==> src/hdl/rgblit_pkg.sv <==
`timescale 1ns / 1ps

package rgblit_pkg;

    // screen and font geometry
    localparam int SCREEN_WIDTH  = 480;
    localparam int SCREEN_HEIGHT = 320;
    localparam int GLYPH_HEIGHT  = 16;
    localparam int GLYPH_WIDTH   = 8;
    localparam int GLYPH_COUNT   = 256;

    localparam int PIXELS      = SCREEN_WIDTH * SCREEN_HEIGHT;
    localparam int FONT_DEPTH  = GLYPH_COUNT * GLYPH_HEIGHT;
    localparam int FRAME_AW    = $clog2(PIXELS);
    localparam int FONT_AW     = $clog2(FONT_DEPTH);
    localparam int GROW_W      = $clog2(GLYPH_HEIGHT);
    localparam int GCOL_W      = $clog2(GLYPH_WIDTH);
    localparam int SCREEN_MAX  = (SCREEN_WIDTH > SCREEN_HEIGHT) ? SCREEN_WIDTH : SCREEN_HEIGHT;
    // holds x + width (two 9-bit fields) and any screen bound
    localparam int COORD_W     = $clog2(1024 + SCREEN_MAX + 1);

    localparam logic [8:0] CODE_LIMIT = 9'(GLYPH_COUNT);
    localparam logic [5:0] GROW_LIMIT = 6'(GLYPH_HEIGHT);

    localparam int IN_DATA_W  = 80;
    localparam int OUT_DATA_W = 24;

    typedef enum logic [2:0] {
        MODE_CLEAR = 3'd0,
        MODE_FILL  = 3'd1,
        MODE_GLYPH = 3'd2,
        MODE_LOAD  = 3'd3,
        MODE_READ  = 3'd4
    } mode_t;

    typedef enum logic [2:0] {
        ST_IDLE,
        ST_SETUP,
        ST_FILL,
        ST_GFETCH,
        ST_GPIX,
        ST_RADDR,
        ST_RWAIT,
        ST_DONE
    } state_t;

    typedef struct packed {
        logic [15:0] color;
        logic [7:0]  glyph_bits;
        logic [3:0]  glyph_row;
        logic [7:0]  char_code;
        logic [8:0]  rect_height;
        logic [8:0]  rect_width;
        logic [8:0]  y;
        logic [8:0]  x;
        logic [2:0]  mode;
    } cmd_t;

    typedef struct packed {
        logic        clipped;
        logic [15:0] read_pixel;
    } result_t;

    typedef struct packed {
        logic                we;
        logic                re;
        logic [FRAME_AW-1:0] addr;
        logic [15:0]         wdata;
    } frame_req_t;

    typedef struct packed {
        logic               we;
        logic               re;
        logic [FONT_AW-1:0] addr;
        logic [7:0]         wdata;
    } font_req_t;

endpackage

==> src/hdl/rgblit_engine.sv <==
`timescale 1ns / 1ps

module rgblit_engine (
    input  logic                    clk,
    input  logic                    rst_n,
    input  logic                    cmd_valid,
    input  rgblit_pkg::cmd_t        cmd,
    output logic                    cmd_ready,
    input  logic                    out_free,
    output logic                    res_valid,
    output rgblit_pkg::result_t     res,
    output rgblit_pkg::frame_req_t  frame_req,
    input  logic [15:0]             frame_q,
    output rgblit_pkg::font_req_t   font_req,
    input  logic [7:0]              font_q
);

    localparam int CW = rgblit_pkg::COORD_W;
    localparam int AW = rgblit_pkg::FRAME_AW;
    localparam int FW = rgblit_pkg::FONT_AW;
    localparam int GW = rgblit_pkg::GROW_W;
    localparam int BW = rgblit_pkg::GCOL_W;

    localparam logic [CW-1:0] SCR_W      = CW'(rgblit_pkg::SCREEN_WIDTH);
    localparam logic [CW-1:0] SCR_H      = CW'(rgblit_pkg::SCREEN_HEIGHT);
    localparam logic [AW-1:0] GLYPH_STEP =
        AW'(rgblit_pkg::SCREEN_WIDTH - rgblit_pkg::GLYPH_WIDTH + 1);
    localparam logic [GW-1:0] GROW_LAST  = GW'(rgblit_pkg::GLYPH_HEIGHT - 1);
    localparam logic [BW-1:0] GCOL_LAST  = BW'(rgblit_pkg::GLYPH_WIDTH - 1);

    rgblit_pkg::state_t state_reg, state_next;
    rgblit_pkg::cmd_t   cmd_reg;

    logic [CW-1:0] col_reg,       col_next;
    logic [CW-1:0] row_reg,       row_next;
    logic [CW-1:0] col_first_reg, col_first_next;
    logic [CW-1:0] col_end_reg,   col_end_next;
    logic [CW-1:0] row_end_reg,   row_end_next;
    logic [AW-1:0] addr_reg,      addr_next;
    logic [AW-1:0] step_reg,      step_next;
    logic [GW-1:0] grow_reg,      grow_next;
    logic [BW-1:0] gcol_reg,      gcol_next;
    logic          clip_reg,      clip_next;
    logic [15:0]   pix_reg,       pix_next;

    // setup arithmetic
    logic [CW-1:0] x_c, y_c, xe_raw, ye_raw, xe_c, ye_c, span;
    logic [AW-1:0] start_addr;
    logic          fill_zero, fill_clip, fill_none, code_ok, load_ok, read_ok;

    // walk status
    logic          col_last, row_last, gcol_last, grow_last, glyph_bit, on_screen;
    logic [FW-1:0] glyph_base, load_addr, glyph_addr;

    assign x_c        = CW'(cmd_reg.x);
    assign y_c        = CW'(cmd_reg.y);
    assign xe_raw     = x_c + CW'(cmd_reg.rect_width);
    assign ye_raw     = y_c + CW'(cmd_reg.rect_height);
    assign xe_c       = (xe_raw > SCR_W) ? SCR_W : xe_raw;
    assign ye_c       = (ye_raw > SCR_H) ? SCR_H : ye_raw;
    assign span       = xe_c - x_c;
    assign start_addr = AW'(AW'(cmd_reg.y) * AW'(rgblit_pkg::SCREEN_WIDTH)) + AW'(cmd_reg.x);
    assign fill_zero  = (cmd_reg.rect_width == 9'd0) || (cmd_reg.rect_height == 9'd0);
    assign fill_clip  = !fill_zero && ((xe_raw > SCR_W) || (ye_raw > SCR_H));
    assign fill_none  = fill_zero || (x_c >= xe_c) || (y_c >= ye_c);
    assign code_ok    = {1'b0, cmd_reg.char_code} < rgblit_pkg::CODE_LIMIT;
    assign load_ok    = code_ok && ({2'b00, cmd_reg.glyph_row} < rgblit_pkg::GROW_LIMIT);
    assign read_ok    = (x_c < SCR_W) && (y_c < SCR_H);

    assign col_last   = (col_reg == col_end_reg - CW'(1));
    assign row_last   = (row_reg == row_end_reg - CW'(1));
    assign gcol_last  = (gcol_reg == GCOL_LAST);
    assign grow_last  = (grow_reg == GROW_LAST);
    assign glyph_bit  = font_q[GCOL_LAST - gcol_reg];
    assign on_screen  = (col_reg < SCR_W) && (row_reg < SCR_H);

    assign glyph_base = FW'(FW'(cmd_reg.char_code) * FW'(rgblit_pkg::GLYPH_HEIGHT));
    assign load_addr  = glyph_base + FW'(cmd_reg.glyph_row);
    // the next row is prefetched on the last pixel of the current one
    assign glyph_addr = glyph_base + FW'((state_reg == rgblit_pkg::ST_GFETCH) ?
                                         grow_reg : grow_reg + GW'(1));

    always_comb
    begin
        state_next = state_reg;
        case (state_reg)
            rgblit_pkg::ST_IDLE:
            begin
                if (cmd_valid)
                begin
                    state_next = rgblit_pkg::ST_SETUP;
                end
            end
            rgblit_pkg::ST_SETUP:
            begin
                case (cmd_reg.mode)
                    rgblit_pkg::MODE_CLEAR: state_next = rgblit_pkg::ST_FILL;
                    rgblit_pkg::MODE_FILL:
                        state_next = fill_none ? rgblit_pkg::ST_DONE : rgblit_pkg::ST_FILL;
                    rgblit_pkg::MODE_GLYPH:
                        state_next = code_ok ? rgblit_pkg::ST_GFETCH : rgblit_pkg::ST_DONE;
                    rgblit_pkg::MODE_READ:
                        state_next = read_ok ? rgblit_pkg::ST_RADDR : rgblit_pkg::ST_DONE;
                    default:                state_next = rgblit_pkg::ST_DONE;
                endcase
            end
            rgblit_pkg::ST_FILL:
            begin
                if (col_last && row_last)
                begin
                    state_next = rgblit_pkg::ST_DONE;
                end
            end
            rgblit_pkg::ST_GFETCH: state_next = rgblit_pkg::ST_GPIX;
            rgblit_pkg::ST_GPIX:
            begin
                if (gcol_last && grow_last)
                begin
                    state_next = rgblit_pkg::ST_DONE;
                end
            end
            rgblit_pkg::ST_RADDR:  state_next = rgblit_pkg::ST_RWAIT;
            rgblit_pkg::ST_RWAIT:  state_next = rgblit_pkg::ST_DONE;
            rgblit_pkg::ST_DONE:
            begin
                if (out_free)
                begin
                    state_next = rgblit_pkg::ST_IDLE;
                end
            end
            default:               state_next = rgblit_pkg::ST_IDLE;
        endcase
    end

    // datapath: one address adder and one coordinate counter pair, reused by the clear, fill and glyph walks
    always_comb
    begin
        col_next       = col_reg;
        row_next       = row_reg;
        col_first_next = col_first_reg;
        col_end_next   = col_end_reg;
        row_end_next   = row_end_reg;
        addr_next      = addr_reg;
        step_next      = step_reg;
        grow_next      = grow_reg;
        gcol_next      = gcol_reg;
        clip_next      = clip_reg;
        pix_next       = pix_reg;
        case (state_reg)
            rgblit_pkg::ST_SETUP:
            begin
                pix_next       = 16'd0;
                clip_next      = 1'b0;
                col_next       = x_c;
                row_next       = y_c;
                col_first_next = x_c;
                col_end_next   = xe_c;
                row_end_next   = ye_c;
                addr_next      = start_addr;
                step_next      = AW'(rgblit_pkg::SCREEN_WIDTH) - AW'(span) + AW'(1);
                grow_next      = '0;
                gcol_next      = '0;
                case (cmd_reg.mode)
                    rgblit_pkg::MODE_CLEAR:
                    begin
                        col_next       = '0;
                        row_next       = '0;
                        col_first_next = '0;
                        col_end_next   = SCR_W;
                        row_end_next   = SCR_H;
                        addr_next      = '0;
                        step_next      = AW'(1);
                    end
                    rgblit_pkg::MODE_FILL: clip_next = fill_clip;
                    rgblit_pkg::MODE_READ: clip_next = !read_ok;
                    default:               clip_next = 1'b0;
                endcase
            end
            rgblit_pkg::ST_FILL:
            begin
                if (col_last)
                begin
                    col_next  = col_first_reg;
                    row_next  = row_reg + CW'(1);
                    addr_next = addr_reg + step_reg;
                end
                else
                begin
                    col_next  = col_reg + CW'(1);
                    addr_next = addr_reg + AW'(1);
                end
            end
            rgblit_pkg::ST_GPIX:
            begin
                if (glyph_bit && !on_screen)
                begin
                    clip_next = 1'b1;
                end
                if (gcol_last)
                begin
                    gcol_next = '0;
                    grow_next = grow_reg + GW'(1);
                    col_next  = col_first_reg;
                    row_next  = row_reg + CW'(1);
                    addr_next = addr_reg + GLYPH_STEP;
                end
                else
                begin
                    gcol_next = gcol_reg + BW'(1);
                    col_next  = col_reg + CW'(1);
                    addr_next = addr_reg + AW'(1);
                end
            end
            rgblit_pkg::ST_RWAIT: pix_next = frame_q;
            default:
            begin
            end
        endcase
    end

    always_comb
    begin
        cmd_ready       = (state_reg == rgblit_pkg::ST_IDLE);
        res_valid       = (state_reg == rgblit_pkg::ST_DONE);
        res.read_pixel  = pix_reg;
        res.clipped     = clip_reg;

        frame_req.we    = (state_reg == rgblit_pkg::ST_FILL) ||
                          ((state_reg == rgblit_pkg::ST_GPIX) && glyph_bit && on_screen);
        frame_req.re    = (state_reg == rgblit_pkg::ST_RADDR);
        frame_req.addr  = addr_reg;
        frame_req.wdata = cmd_reg.color;

        font_req.we     = (state_reg == rgblit_pkg::ST_SETUP) &&
                          (cmd_reg.mode == rgblit_pkg::MODE_LOAD) && load_ok;
        font_req.re     = (state_reg == rgblit_pkg::ST_GFETCH) ||
                          ((state_reg == rgblit_pkg::ST_GPIX) && gcol_last && !grow_last);
        font_req.addr   = (state_reg == rgblit_pkg::ST_SETUP) ? load_addr : glyph_addr;
        font_req.wdata  = cmd_reg.glyph_bits;
    end

    always_ff @(posedge clk or negedge rst_n)
    begin
        if (!rst_n)
        begin
            state_reg <= rgblit_pkg::ST_IDLE;
        end
        else
        begin
            state_reg <= state_next;
        end
    end

    always_ff @(posedge clk)
    begin
        if (cmd_valid && cmd_ready)
        begin
            cmd_reg <= cmd;
        end
        col_reg       <= col_next;
        row_reg       <= row_next;
        col_first_reg <= col_first_next;
        col_end_reg   <= col_end_next;
        row_end_reg   <= row_end_next;
        addr_reg      <= addr_next;
        step_reg      <= step_next;
        grow_reg      <= grow_next;
        gcol_reg      <= gcol_next;
        clip_reg      <= clip_next;
        pix_reg       <= pix_next;
    end

endmodule

==> config.mk <==
export PLATFORM = sky130hd
export DESIGN_NAME = rgblit_engine
export DESIGN_NICKNAME = d
export VERILOG_FILES = /design/src/hdl/rgblit_pkg.sv /design/src/hdl/rgblit_engine.sv
export SDC_FILE = /design/constraint.sdc
export NUM_CORES = 1
export LEC_CHECK = 0
export ABC_CLOCK_PERIOD_IN_PS = 14100
export BUFFER_PORTS_ARGS = -buffer_cell sky130_fd_sc_hd__buf_2
export CORE_MARGIN = 2
export CORE_UTILIZATION = 31
export DETAILED_ROUTE_END_ITERATION = 10
export PLACE_DENSITY_LB_ADDON = 0.05
export REMOVE_ABC_BUFFERS = 1
export SKIP_LAST_GASP = 1
export SYNTH_ARGS = -nofsm -noshare
export SYNTH_HDL_FRONTEND = slang
export SYNTH_SLANG_ARGS = --single-unit
==> constraint.sdc <==
create_clock -name clk -period 14.1 [get_ports clk]
set_clock_uncertainty 0.05 [all_clocks]
set_input_delay 2.115 -clock clk [delete_from_list [all_inputs] [get_ports clk]]
set_output_delay 2.115 -clock clk [all_outputs]
set_load 0.02 [all_outputs]
==> results.py, run 1 <==
metrics = {
    "setup_path": {
        "cp_cell_sequence": "ha_1 > fa_1 > a211oi_2 > o21ai_0 > and3_2 > a2111o_1 > o21ai_2 > nor2_1 > fa_1 > a21o_1 > a21oi_1 > o21ai_0 > a21oi_1 > xnor2_1 > nand2b_1 > mux2i_1 > o2111ai_2 > xor2_1 > nand4_1 > and3_1",
        "endpoint_kind": "register",
        "cp_max_fo": 10,
        "critPathLaunchType": "register",
        "crit_path_max_incr_delay_ns": 0.57,
        "arrival_ns": 6.37,
        "path_class": "register to register",
        "required_ns": 14.25,
        "critPathSlowestCell": "edfxtp_1",
        "worst-path-buf-inv": 0,
        "crit_family": "compound AO/OA/AOI/OAI gates",
    },
    "routing": {
        "viasPerCell": 4.96,
        "post_drt_wl_per_cell_um": 18.5,
        "via_count": 9513,
        "wl_um": 35400,
        "ant_nets": 0,
        "drt_iter0_drc": 493,
        "dr.pass1.iters": 5,
        "drc": 0,
    },
    "synth": {
        "synth-main-ff-cell": "edfxtp_1",
        "yosysSeqAreaShare_pct": 43.5,
        "synthMostInstantiatedCell": "edfxtp_1",
        "ys_seq_elements": 184,
        "ys_top_cells_by_area": "edfxtp_1, ha_1, xnor2_1",
        "synth_top_area_share_pct": 42.9,
        "async_reset_ff_share_pct": 1.63,
        "netlist_instances": 1220,
        "synth_cell_types": 89,
        "yosys.area.top_type": "edfxtp_1",
        "synth-edff-count": 181,
        "syn_area_um2": 12700,
        "synth_common_cells": "edfxtp_1, nor2_1, xnor2_1, nand2_1, ha_1",
        "yosys_warnings": 0,
        "syn_avg_cell_area_um2": 10.4,
    },
    "clock_network": {
        "root_buffer": "clkbuf_16",
        "hold_buffers": 0,
        "cts_tree": "done",
        "ctsResizeCount": 0,
        "cts_buffers": 17,
        "clk_path_buf_depth": 2,
        "clock_latency_ns": 0.46,
        "clock-sinks": 184,
        "htreeDepth": 4,
        "path_clk_slew_ns": 0.08,
        "postCtsSetupRepairBufs": 0,
    },
    "die": {
        "fp.dieH_um": 206,
        "pin_count": 180,
        "start_util_pct": 31.3,
        "core_um2": 40600,
        "die_area_um2": 42500,
        "die_w_um": 206,
        "row_count": 74,
    },
    "placement": {
        "portBuffers": 179,
        "placedCellCount": 1886,
        "place_congestion": 0.835,
        "dpl.hpwl_um": 27100,
        "place_worst_setup_slack_ns": 7.96,
        "place_area_um2": 14000,
    },
    "timing": {
        "maxSlewHeadroom_pct": 10.9,
        "final.period_utilization_pct": 44.1,
        "setup_viol": 0,
        "slew_viol_final": 0,
        "hold_viol_final": 0,
        "period_needed_ns": 6.21,
        "tns_ns": 0,
        "fin_ws_ns": 7.89,
        "tightest_slew_ns": 1.32,
        "rsz0062_at_grt": "no",
        "clock.fmax_mhz": 161,
    },
    "cells_and_area": {
        "nets": 1579,
        "area_delta_synth_final_pct": 14.4,
        "fillers": 4177,
        "multi_input_area_um2": 6600,
        "final_area_um2": 14500,
        "largest_reg_flops": 51,
        "stdcell_count": 1918,
        "layout-drive-gt1-share_pct": 18.1,
        "regArea_um2": 5510,
        "n_antenna_cell": 0,
    },
    "worst_hold_path": {
        "hold_class": "register to register",
    },
    "global_route": {
        "grt-ovfl-total": 0,
        "grt_pass1_vias": 9584,
        "grt_max_degree": 64,
        "grt_pass1_wl_um": 54000,
        "gr-usage-all-layers_pct": 16.8,
        "antenna_found_initial": 0,
    },
    "power_and_ir_drop": {
        "powerDensity_nw_per_um2": 168,
        "power_frac_clock_pct": 18.6,
        "p_switching_w": 0.00102,
        "seq_power_share_pct": 38.2,
        "pwr-share-comb_pct": 43.3,
        "switching_share_pct": 41.9,
        "irDropWorstVdd_uv": 98.3,
        "power_w": 0.00244,
        "p_int_w": 0.00142,
        "leakage_nw": 5.61,
    },
    "run_status": {
        "status": "finished, final reports clean",
    },
    "flow_run": {
        "maxCapViolations": 0,
    },
}
==> placed cells by master, fill, tap and decap left out, drive strengths merged, types with 19 or more instances in the layout <==
| cell type | Yosys | routed |
|---|---|---|
| buf | 30 | 188 |
| edfxtp | 181 | 181 |
| nor2 | 108 | 108 |
| xnor2 | 88 | 88 |
| nand2 | 86 | 86 |
| ha | 83 | 83 |
| a21oi | 67 | 67 |
| inv | 63 | 64 |
| o21ai | 63 | 63 |
| nand3 | 49 | 49 |
| xor2 | 40 | 40 |
| and2 | 29 | 29 |
| nor3 | 22 | 22 |
| fa | 20 | 20 |
| clkbuf | 24 | 19 |
==> metal layers <==
metal  up-vias  share of wire (%)  global-route usage, %
met5         -                  0                      0
met4         0                1.6                   4.52
met3        36                5.1                   3.94
met2       197                 46                   26.8
met1      4520                 47                   22.9
li1       4760                  -                      -
==> logic make-up after synthesis <==
| logic type | share of synthesized area, % |
|---|---|
| AO/OA/AOI/OAI | 13.9 |
| XOR/XNOR | 8.84 |
| adder cells (fa/ha/maj) | 11.3 |
| buffers and inverters | 4.67 |
| flip-flops | 43.5 |
| multiplexers | 1.26 |
| other | 0.0296 |
| AND/OR/NAND/NOR | 16.5 |
==> worst reg2reg max path: stages, from the launching register on <==
cell and delay, ns:
edfxtp_1 0.57, ha_1 0.33, fa_1 0.42, a211oi_2 0.34, o21ai_0 0.17, and3_2 0.23, a2111o_1 0.43, o21ai_2 0.37
nor2_1 0.15, fa_1 0.48, a21o_1 0.21, a21oi_1 0.22, o21ai_0 0.11, a21oi_1 0.23, xnor2_1 0.37, nand2b_1 0.11
mux2i_1 0.29, o2111ai_2 0.21, xor2_1 0.33, nand4_1 0.15, and3_1 0.21
==> area by class of cell <==
cell class / count / share of cell area (%)
clock buffers: 19 / 2.98
multi-input cells: 919 / 45.5
well taps: 532 / 4.59
repair buffers: 188 / 6.64
clock inverters: 13 / 0.707
flip-flops and latches: 184 / 38.0
inverters: 63 / 1.63
==> worst paths after layout <==
| path | startpoint | endpoint | slack [ns] | cells after the start |
|---|---|---|---|---|
| worst max-delay path | cmd_reg[3] | step_reg[10] | 7.89 | 20 |
| worst min-delay path | col_first_reg[1] | col_reg[1] | 0.47 | 2 |
| worst max register to register | cmd_reg[3] | step_reg[10] | 7.89 | 20 |
| worst min register to register | col_first_reg[1] | col_reg[1] | 0.47 | 2 |
| max in group asynchronous | rst_n | state_reg[1] | 12.49 | 1 |
| min in group asynchronous | rst_n | state_reg[0] | 1.39 | 1 |
==> power by group through the flow <==
stage	Combinational (W)	Sequential [W]	Clock [W]
after floorplan	0.000706	0.000953	0
after global placement	0.00106	0.000945	0
after detailed placement	0.00107	0.000945	0
after CTS	0.00107	0.000933	0.000474
after global routing	0.00118	0.000953	0.000491
final	0.00106	0.000932	0.000453
==> stage by stage <==
stage	hold slack, ns	utilization, %
3_3_place_gp	0.470	34.5
6_report	0.467	35.8
5_1_grt	0.505	35.8
2_1_floorplan	0.451	-
4_1_cts	0.476	35.8
3_5_place_dp	0.469	34.5
Power figures use the tool's default switching activity.
==> inputs of run 2 (changes only) <==
Settings changed: ABC_AREA set to 1, ABC_CLOCK_PERIOD_IN_PS 14100 to 5150.
Clock period 14.1 ns to 5.15 ns, I/O delays scaled along.
==> run 2 against run 1 <==
Total power rose to 3.8 times the previous value. Cell area increased by 4.5%. Setup slack got worse by 7.3 ns. Critical path depth is the same. Largest cell class unchanged. Combinational power grew to 4.9 times the previous value. Via count rose by 9.1%. Non-clock buffer count grew 8. Critical endpoint is now addr_reg[17]. First-iteration DRC count increased by 15%.
==> results.py, run 2 <==
metrics = {
    "synth": {
        "synth_top_area_share_pct": 41.5,
        "yosys_warnings": 0,
        "netlist_instances": 1492,
        "async_reset_ff_share_pct": 1.63,
        "synth-edff-count": 181,
        "synth_common_cells": "nand2_1, inv_1, edfxtp_1, nor2_1, a21oi_1",
        "yosys.area.top_type": "edfxtp_1",
        "synth_cell_types": 66,
        "syn_area_um2": 13100,
        "syn_avg_cell_area_um2": 8.78,
        "synthMostInstantiatedCell": "nand2_1",
        "ys_top_cells_by_area": "edfxtp_1, ha_1, nand2_1",
        "yosysSeqAreaShare_pct": 42.1,
        "synth-main-ff-cell": "edfxtp_1",
        "ys_seq_elements": 184,
    },
    "setup_path": {
        "r2r_cells": 20,
        "critPathSlowestCell": "fa_1",
        "endpoint_kind": "register",
        "path_class": "register to register",
        "timing.reg2reg.setup_slack_ns": 0.58,
        "r2r-end": "addr_reg[17]",
        "crit_family": "adder cells",
        "cp_max_fo": 7,
        "cpMostUsedCell": "inv_1",
        "endpoint": "addr_reg[17]",
        "cp-startpoint": "cmd_reg[14]",
        "reg2reg_from": "cmd_reg[14]",
        "crit_path_max_incr_delay_ns": 0.59,
        "critPathLaunchType": "register",
        "crit_cells": 20,
        "cp_cell_sequence": "fa_1 > inv_1 > fa_1 > fa_1 > inv_1 > ha_1 > inv_1 > o31ai_1 > inv_1 > nor2_1 > inv_1 > nor3_1 > nand2_1 > nor2_1 > nand2_1 > nor2_1 > inv_1 > nor3_1 > nand3b_1 > nand3_1",
        "worst-path-buf-inv": 6,
        "arrival_ns": 4.75,
        "required_ns": 5.33,
    },
    "global_route": {
        "grt_pass1_vias": 10400,
        "gr-usage-all-layers_pct": 17.5,
        "grt-ovfl-total": 0,
        "antenna_found_initial": 0,
        "grt_max_degree": 55,
        "grt_pass1_wl_um": 58000,
    },
    "routing": {
        "drt_iter0_drc": 565,
        "via_count": 10400,
        "wl_um": 37100,
        "viasPerCell": 4.67,
        "dr.pass1.iters": 5,
        "post_drt_wl_per_cell_um": 16.7,
        "ant_nets": 0,
        "drc": 0,
    },
    "timing": {
        "maxSlewHeadroom_pct": 47.3,
        "tns_ns": 0,
        "tightest_slew_ns": 0.781,
        "period_needed_ns": 4.57,
        "hold_viol_final": 0,
        "rsz0062_at_grt": "no",
        "clock.fmax_mhz": 219,
        "final.period_utilization_pct": 88.8,
        "whs_ns": 0.409,
        "slew_viol_final": 0,
        "setup_viol": 0,
    },
    "die": {
        "die_w_um": 210,
        "die_area_um2": 43900,
        "pin_count": 180,
        "core_um2": 41900,
        "row_count": 75,
        "start_util_pct": 31.3,
        "fp.dieH_um": 210,
    },
    "flow_run": {
        "maxCapViolations": 0,
    },
    "clock_network": {
        "clock-sinks": 184,
        "clock_latency_ns": 0.48,
        "clk_path_buf_depth": 2,
        "cts_buffers": 17,
        "htreeDepth": 4,
        "root_buffer": "clkbuf_16",
        "path_clk_slew_ns": 0.07,
        "cts_tree": "done",
        "postCtsSetupRepairBufs": 0,
    },
    "cells_and_area": {
        "largest_reg_flops": 51,
        "final_area_um2": 15200,
        "layout-drive-gt1-share_pct": 17.4,
        "final_cell_mix": "nand2_1, inv_1, edfxtp_1, buf_2, nor2_1",
        "fillers": 4336,
        "area_delta_synth_final_pct": 15.7,
        "n_antenna_cell": 0,
        "final_common_cell": "nand2_1",
        "nets": 1875,
        "final_util_pct": 36.2,
    },
    "power_and_ir_drop": {
        "p_int_w": 0.00487,
        "power_frac_clock_pct": 14.7,
        "power_w": 0.00939,
        "leakage_nw": 6.70,
        "pwr-share-comb_pct": 55.1,
        "irDropWorstVdd_uv": 312,
        "seq_power_share_pct": 30.2,
        "p_switching_w": 0.00451,
        "switching_share_pct": 48.1,
        "powerDensity_nw_per_um2": 619,
    },
    "placement": {
        "portBuffers": 179,
        "place_congestion": 0.848,
        "dpl.hpwl_um": 29100,
        "place_area_um2": 14600,
    },
    "run_status": {
        "status": "finished, final reports clean",
    },
    "worst_hold_path": {
        "hold_class": "input pin to register",
    },
}
[run 2: changes by cell type after synthesis, moves of 12 or more]
cell      before  now
nor2b_1       14    0
nand2_2        0   22
nor2_1       108  169
nand2_1       86  260
inv_1         63  203
xor2_1        40   71
xnor2_1       88   30
a21oi_1       67   95
a21o_1        14    2
and2_1        28    0
nand3_1       49   71
and3_1        17    1
nand2b_1      13    0
[run 2: worst min path at each step]
stage | to | slack (ns) | startpoint | depth (start not counted)
after global placement | col_reg[0] | 0.50 | col_first_reg[0] | 2
after global routing | cmd_reg[20] | 0.38 | cmd[20] | 1
after floorplan | state_reg[0] | 0.43 | rst_n | 0
after detailed placement | col_reg[0] | 0.51 | col_first_reg[0] | 2
final | frame_req[5] | 0.41 | cmd[64] | 1
after CTS | font_req[5] | 0.37 | cmd[56] | 1
[run 2: worst register-to-register path: stages (launching register included)]
cell      delay, ns
edfxtp_1       0.58
fa_1           0.59
inv_1          0.06
fa_1           0.48
fa_1           0.49
inv_1          0.04
ha_1           0.30
inv_1          0.06
o31ai_1        0.27
inv_1          0.07
nor2_1         0.17
inv_1          0.08
nor3_1         0.26
nand2_1        0.09
nor2_1         0.14
nand2_1        0.09
nor2_1         0.08
inv_1          0.06
nor3_1         0.16
nand3b_1       0.13
nand3_1        0.06
[run 2: through the flow]
stage	worst slack, ns	instances
5_1_grt	0.0992	2220
3_3_place_gp	0.672	2188
4_1_cts	0.538	2220
6_report	0.577	2220
2_1_floorplan	-1.39	1454
3_5_place_dp	0.567	2188
[run 2: routing by layer]
metal,GRT usage [%],vias to the layer above,wire [um]
li1,-,5373,-
met1,23.6,4775,18100
met2,28.4,197,17000
met3,3.52,29,1500
met4,5.01,0,558
met5,0,-,0
[run 2: cell type report]
class | count | area [um2] | share of cell area [%]
multi-input combinational | 1056 | 6560 | 43.3
sequential | 184 | 5510 | 36.4
timing repair buffer | 196 | 1030 | 6.77
inverter | 214 | 805 | 5.31
tap | 539 | 674 | 4.45
clock buffer | 17 | 425 | 2.81
clock inverter | 14 | 160 | 1.06
[run 2: power groups by stage]
stage	Sequential, W	Clock [W]	Combinational (W)
finish	0.00284	0.00138	0.00517
floorplan	0.00292	0	0.00358
detailed placement	0.00288	0	0.00521
global route	0.00292	0.00147	0.00587
global placement	0.00288	0	0.00521
CTS	0.00285	0.00143	0.00523
[run 2: repair_timing]
item	CTS	global route
hold buffers	1	0
gates resized for setup	0	0
hold endpoints to repair	3	0
[run 2: cell families (layout without fill, tap and decap cells)]
family | after synthesis | in the layout | share of synthesized area, %
AO/OA/AOI/OAI | 221 | 221 | 10.1
XOR/XNOR | 103 | 103 | 7.09
adder cells (fa/ha/maj) | 103 | 103 | 11.0
buffers and inverters | 253 | 441 | 8.03
flip-flops | 184 | 184 | 42.1
multiplexers | 1 | 1 | 0.0764
other | 1 | 2 | 0.0286
AND/OR/NAND/NOR | 626 | 626 | 21.6
==> inputs of run 3 (changes only) <==
Settings changed: ABC_AREA 1 to not set.
==> run 3 against run 2 <==
Die area fell by 3.2%. Cell area rose by 0.83%. Via count fell by 6.1%. Core utilization rose by 1.5 points. Routed wire length fell by 3.7%. Sequential share of layout area fell by 0.30 points. Cell count fell by 10%. Non-clock buffer count rose by 61. Global-route usage fell by 0.42 points. Total power fell by 25%.
==> results.py, run 3 (synthesis results as in run 1) <==
metrics = {
    "global_route": {
        "antenna_found_initial": 0,
        "grt_pass1_vias": 9722,
        "grt-ovfl-total": 0,
        "gr-usage-all-layers_pct": 17.1,
        "grt_max_degree": 53,
        "grt_pass1_wl_um": 54800,
    },
    "power_and_ir_drop": {
        "pwr-share-comb_pct": 43.3,
        "irDropWorstVdd_uv": 277,
        "seq_power_share_pct": 35.9,
        "p_switching_w": 0.00285,
        "p_int_w": 0.00422,
        "leakage_nw": 6.03,
        "powerDensity_nw_per_um2": 463,
        "power_frac_clock_pct": 20.8,
        "switching_share_pct": 40.3,
    },
    "cells_and_area": {
        "nets": 1648,
        "final_common_cell": "edfxtp_1",
        "final_cell_mix": "edfxtp_1, buf_2, nor2_1, xnor2_1, nand2_1",
        "largest_reg_flops": 51,
        "fillers": 4121,
        "n_antenna_cell": 0,
        "area_delta_synth_final_pct": 20.6,
        "layout-drive-gt1-share_pct": 23.6,
        "stdcell_count": 1987,
    },
    "routing": {
        "dr.pass1.iters": 5,
        "wl_um": 35700,
        "via_count": 9742,
        "viasPerCell": 4.90,
        "ant_nets": 0,
        "drc": 0,
        "drt_iter0_drc": 522,
        "post_drt_wl_per_cell_um": 18.0,
    },
    "die": {
        "core_um2": 40600,
        "fp.dieH_um": 206,
        "pin_count": 180,
        "start_util_pct": 31.3,
        "die_w_um": 206,
        "die_area_um2": 42500,
        "row_count": 74,
    },
    "setup_path": {
        "r2r-end": "step_reg[10]",
        "crit_cells": 21,
        "endpoint_kind": "register",
        "crit_family": "compound AO/OA/AOI/OAI gates",
        "timing.reg2reg.setup_slack_ns": 0.23,
        "cp-startpoint": "cmd_reg[3]",
        "critPathSlowestCell": "edfxtp_1",
        "r2r_cells": 21,
        "arrival_ns": 5.08,
        "worst-path-buf-inv": 1,
        "required_ns": 5.31,
        "cp_max_fo": 5,
        "cp_cell_sequence": "ha_2 > fa_2 > a211oi_2 > o21ai_1 > and3_4 > a2111o_1 > o211ai_1 > nand2_1 > fa_2 > a21o_1 > a21oi_2 > o21ai_1 > a21oi_2 > xnor2_2 > buf_6 > nor4_4 > o21a_1 > a221oi_2 > and4b_2 > nand4_1 > and3_1",
        "critPathLaunchType": "register",
        "reg2reg_from": "cmd_reg[3]",
        "endpoint": "step_reg[10]",
        "crit_path_max_incr_delay_ns": 0.41,
        "path_class": "register to register",
    },
    "placement": {
        "place_congestion": 0.873,
        "placedCellCount": 1948,
        "portBuffers": 179,
        "dpl.hpwl_um": 27800,
    },
    "clock_network": {
        "cts_buffers": 17,
        "cts_tree": "done",
        "clock-sinks": 184,
        "htreeDepth": 4,
        "clock_latency_ns": 0.46,
        "hold_buffers": 0,
        "clk_path_buf_depth": 2,
        "root_buffer": "clkbuf_16",
        "path_clk_slew_ns": 0.08,
    },
    "timing": {
        "slew_viol_final": 0,
        "setup_viol": 0,
        "period_needed_ns": 4.92,
        "rsz0062_at_grt": "yes",
        "tightest_slew_ns": 1.01,
        "hold_viol_final": 0,
        "tns_ns": 0,
        "final.period_utilization_pct": 95.5,
        "whs_ns": 0.0458,
        "clock.fmax_mhz": 203,
        "maxSlewHeadroom_pct": 32.4,
    },
    "flow_run": {
        "maxCapViolations": 0,
    },
    "run_status": {
        "status": "finished, final reports clean",
    },
    "worst_hold_path": {
        "hold_class": "input pin to async pin",
    },
}
[run 3: cell count changes in the layout (fill, tap and decap cells not counted), moves of 13 or more]
cell and delta:
a21oi_1 -31, and2_1 +27, and3_1 +16, buf_4 +60
inv_1 -141, nand2_1 -174, nand2_2 -22, nand2b_1 +13
nand3_1 -22, nor2_1 -63, nor2b_1 +14, xnor2_1 +56
xor2_1 -32
[run 3: cell type report]
type	instances	area (um2)	share of cell area [%]
Sequential cell	184	5510	36.1
Timing Repair Buffer	257	1500	9.80
Multi-Input combinational cell	919	6730	44.0
Inverter	63	236	1.55
Clock buffer	18	429	2.81
Clock inverter	14	215	1.41
Tap cell	532	666	4.35
[run 3: metal layers]
metal | global-route usage, % | part of all wire (%)
met1 | 23.3 | 48
met2 | 27.7 | 47
met3 | 2.78 | 4.0
met4 | 5.15 | 1.5
met5 | 0 | 0
[run 3: how the worst min path moves through the flow]
stage,cells after the start,end
CTS,1,state_reg[1]
global route,1,state_reg[1]
floorplan,0,state_reg[0]
global placement,1,col_reg[0]
detailed placement,1,col_reg[0]
finish,1,state_reg[1]
[run 3: timing repair]
action | CTS | global route
pin swaps | 4 | 21
resized for setup | 3 | 27
cloned | 0 | 0
buffers inserted | 3 | 6
setup endpoints to repair | 6 | 10
[run 3: power by group through the flow]
stage | clock [W] | sequential, W | combinational [W]
final | 0.00147 | 0.00254 | 0.00306
after global routing | 0.00157 | 0.00260 | 0.00342
after CTS | 0.00152 | 0.00255 | 0.00306
after floorplan | 0 | 0.00261 | 0.00193
after global placement | 0 | 0.00258 | 0.00303
after detailed placement | 0 | 0.00258 | 0.00304
[run 3: through the flow]
| stage | util [%] | instance area (um2) | worst slack (ns) | power (W) |
|---|---|---|---|---|
| after floorplan | - | 12300 | -0.298 | 0.00454 |
| after global placement | 35.6 | 14500 | -0.0699 | 0.00561 |
| after detailed placement | 35.6 | 14500 | -0.141 | 0.00562 |
| after CTS | 37.3 | 15100 | 0.00364 | 0.00713 |
| after global routing | 37.7 | 15300 | -0.0423 | 0.00759 |
| final | 37.7 | 15300 | 0.233 | 0.00708 |
[run 3: worst reg2reg max path, delay by kind of cell, from the launching register on]
family          cells  cell delay [ns]
compound gates     10             1.82
simple gates        6             1.17
fa+ha+maj           3             0.99
flops               1             0.41
buf+inv             1             0.14
xor+xnor            1             0.10
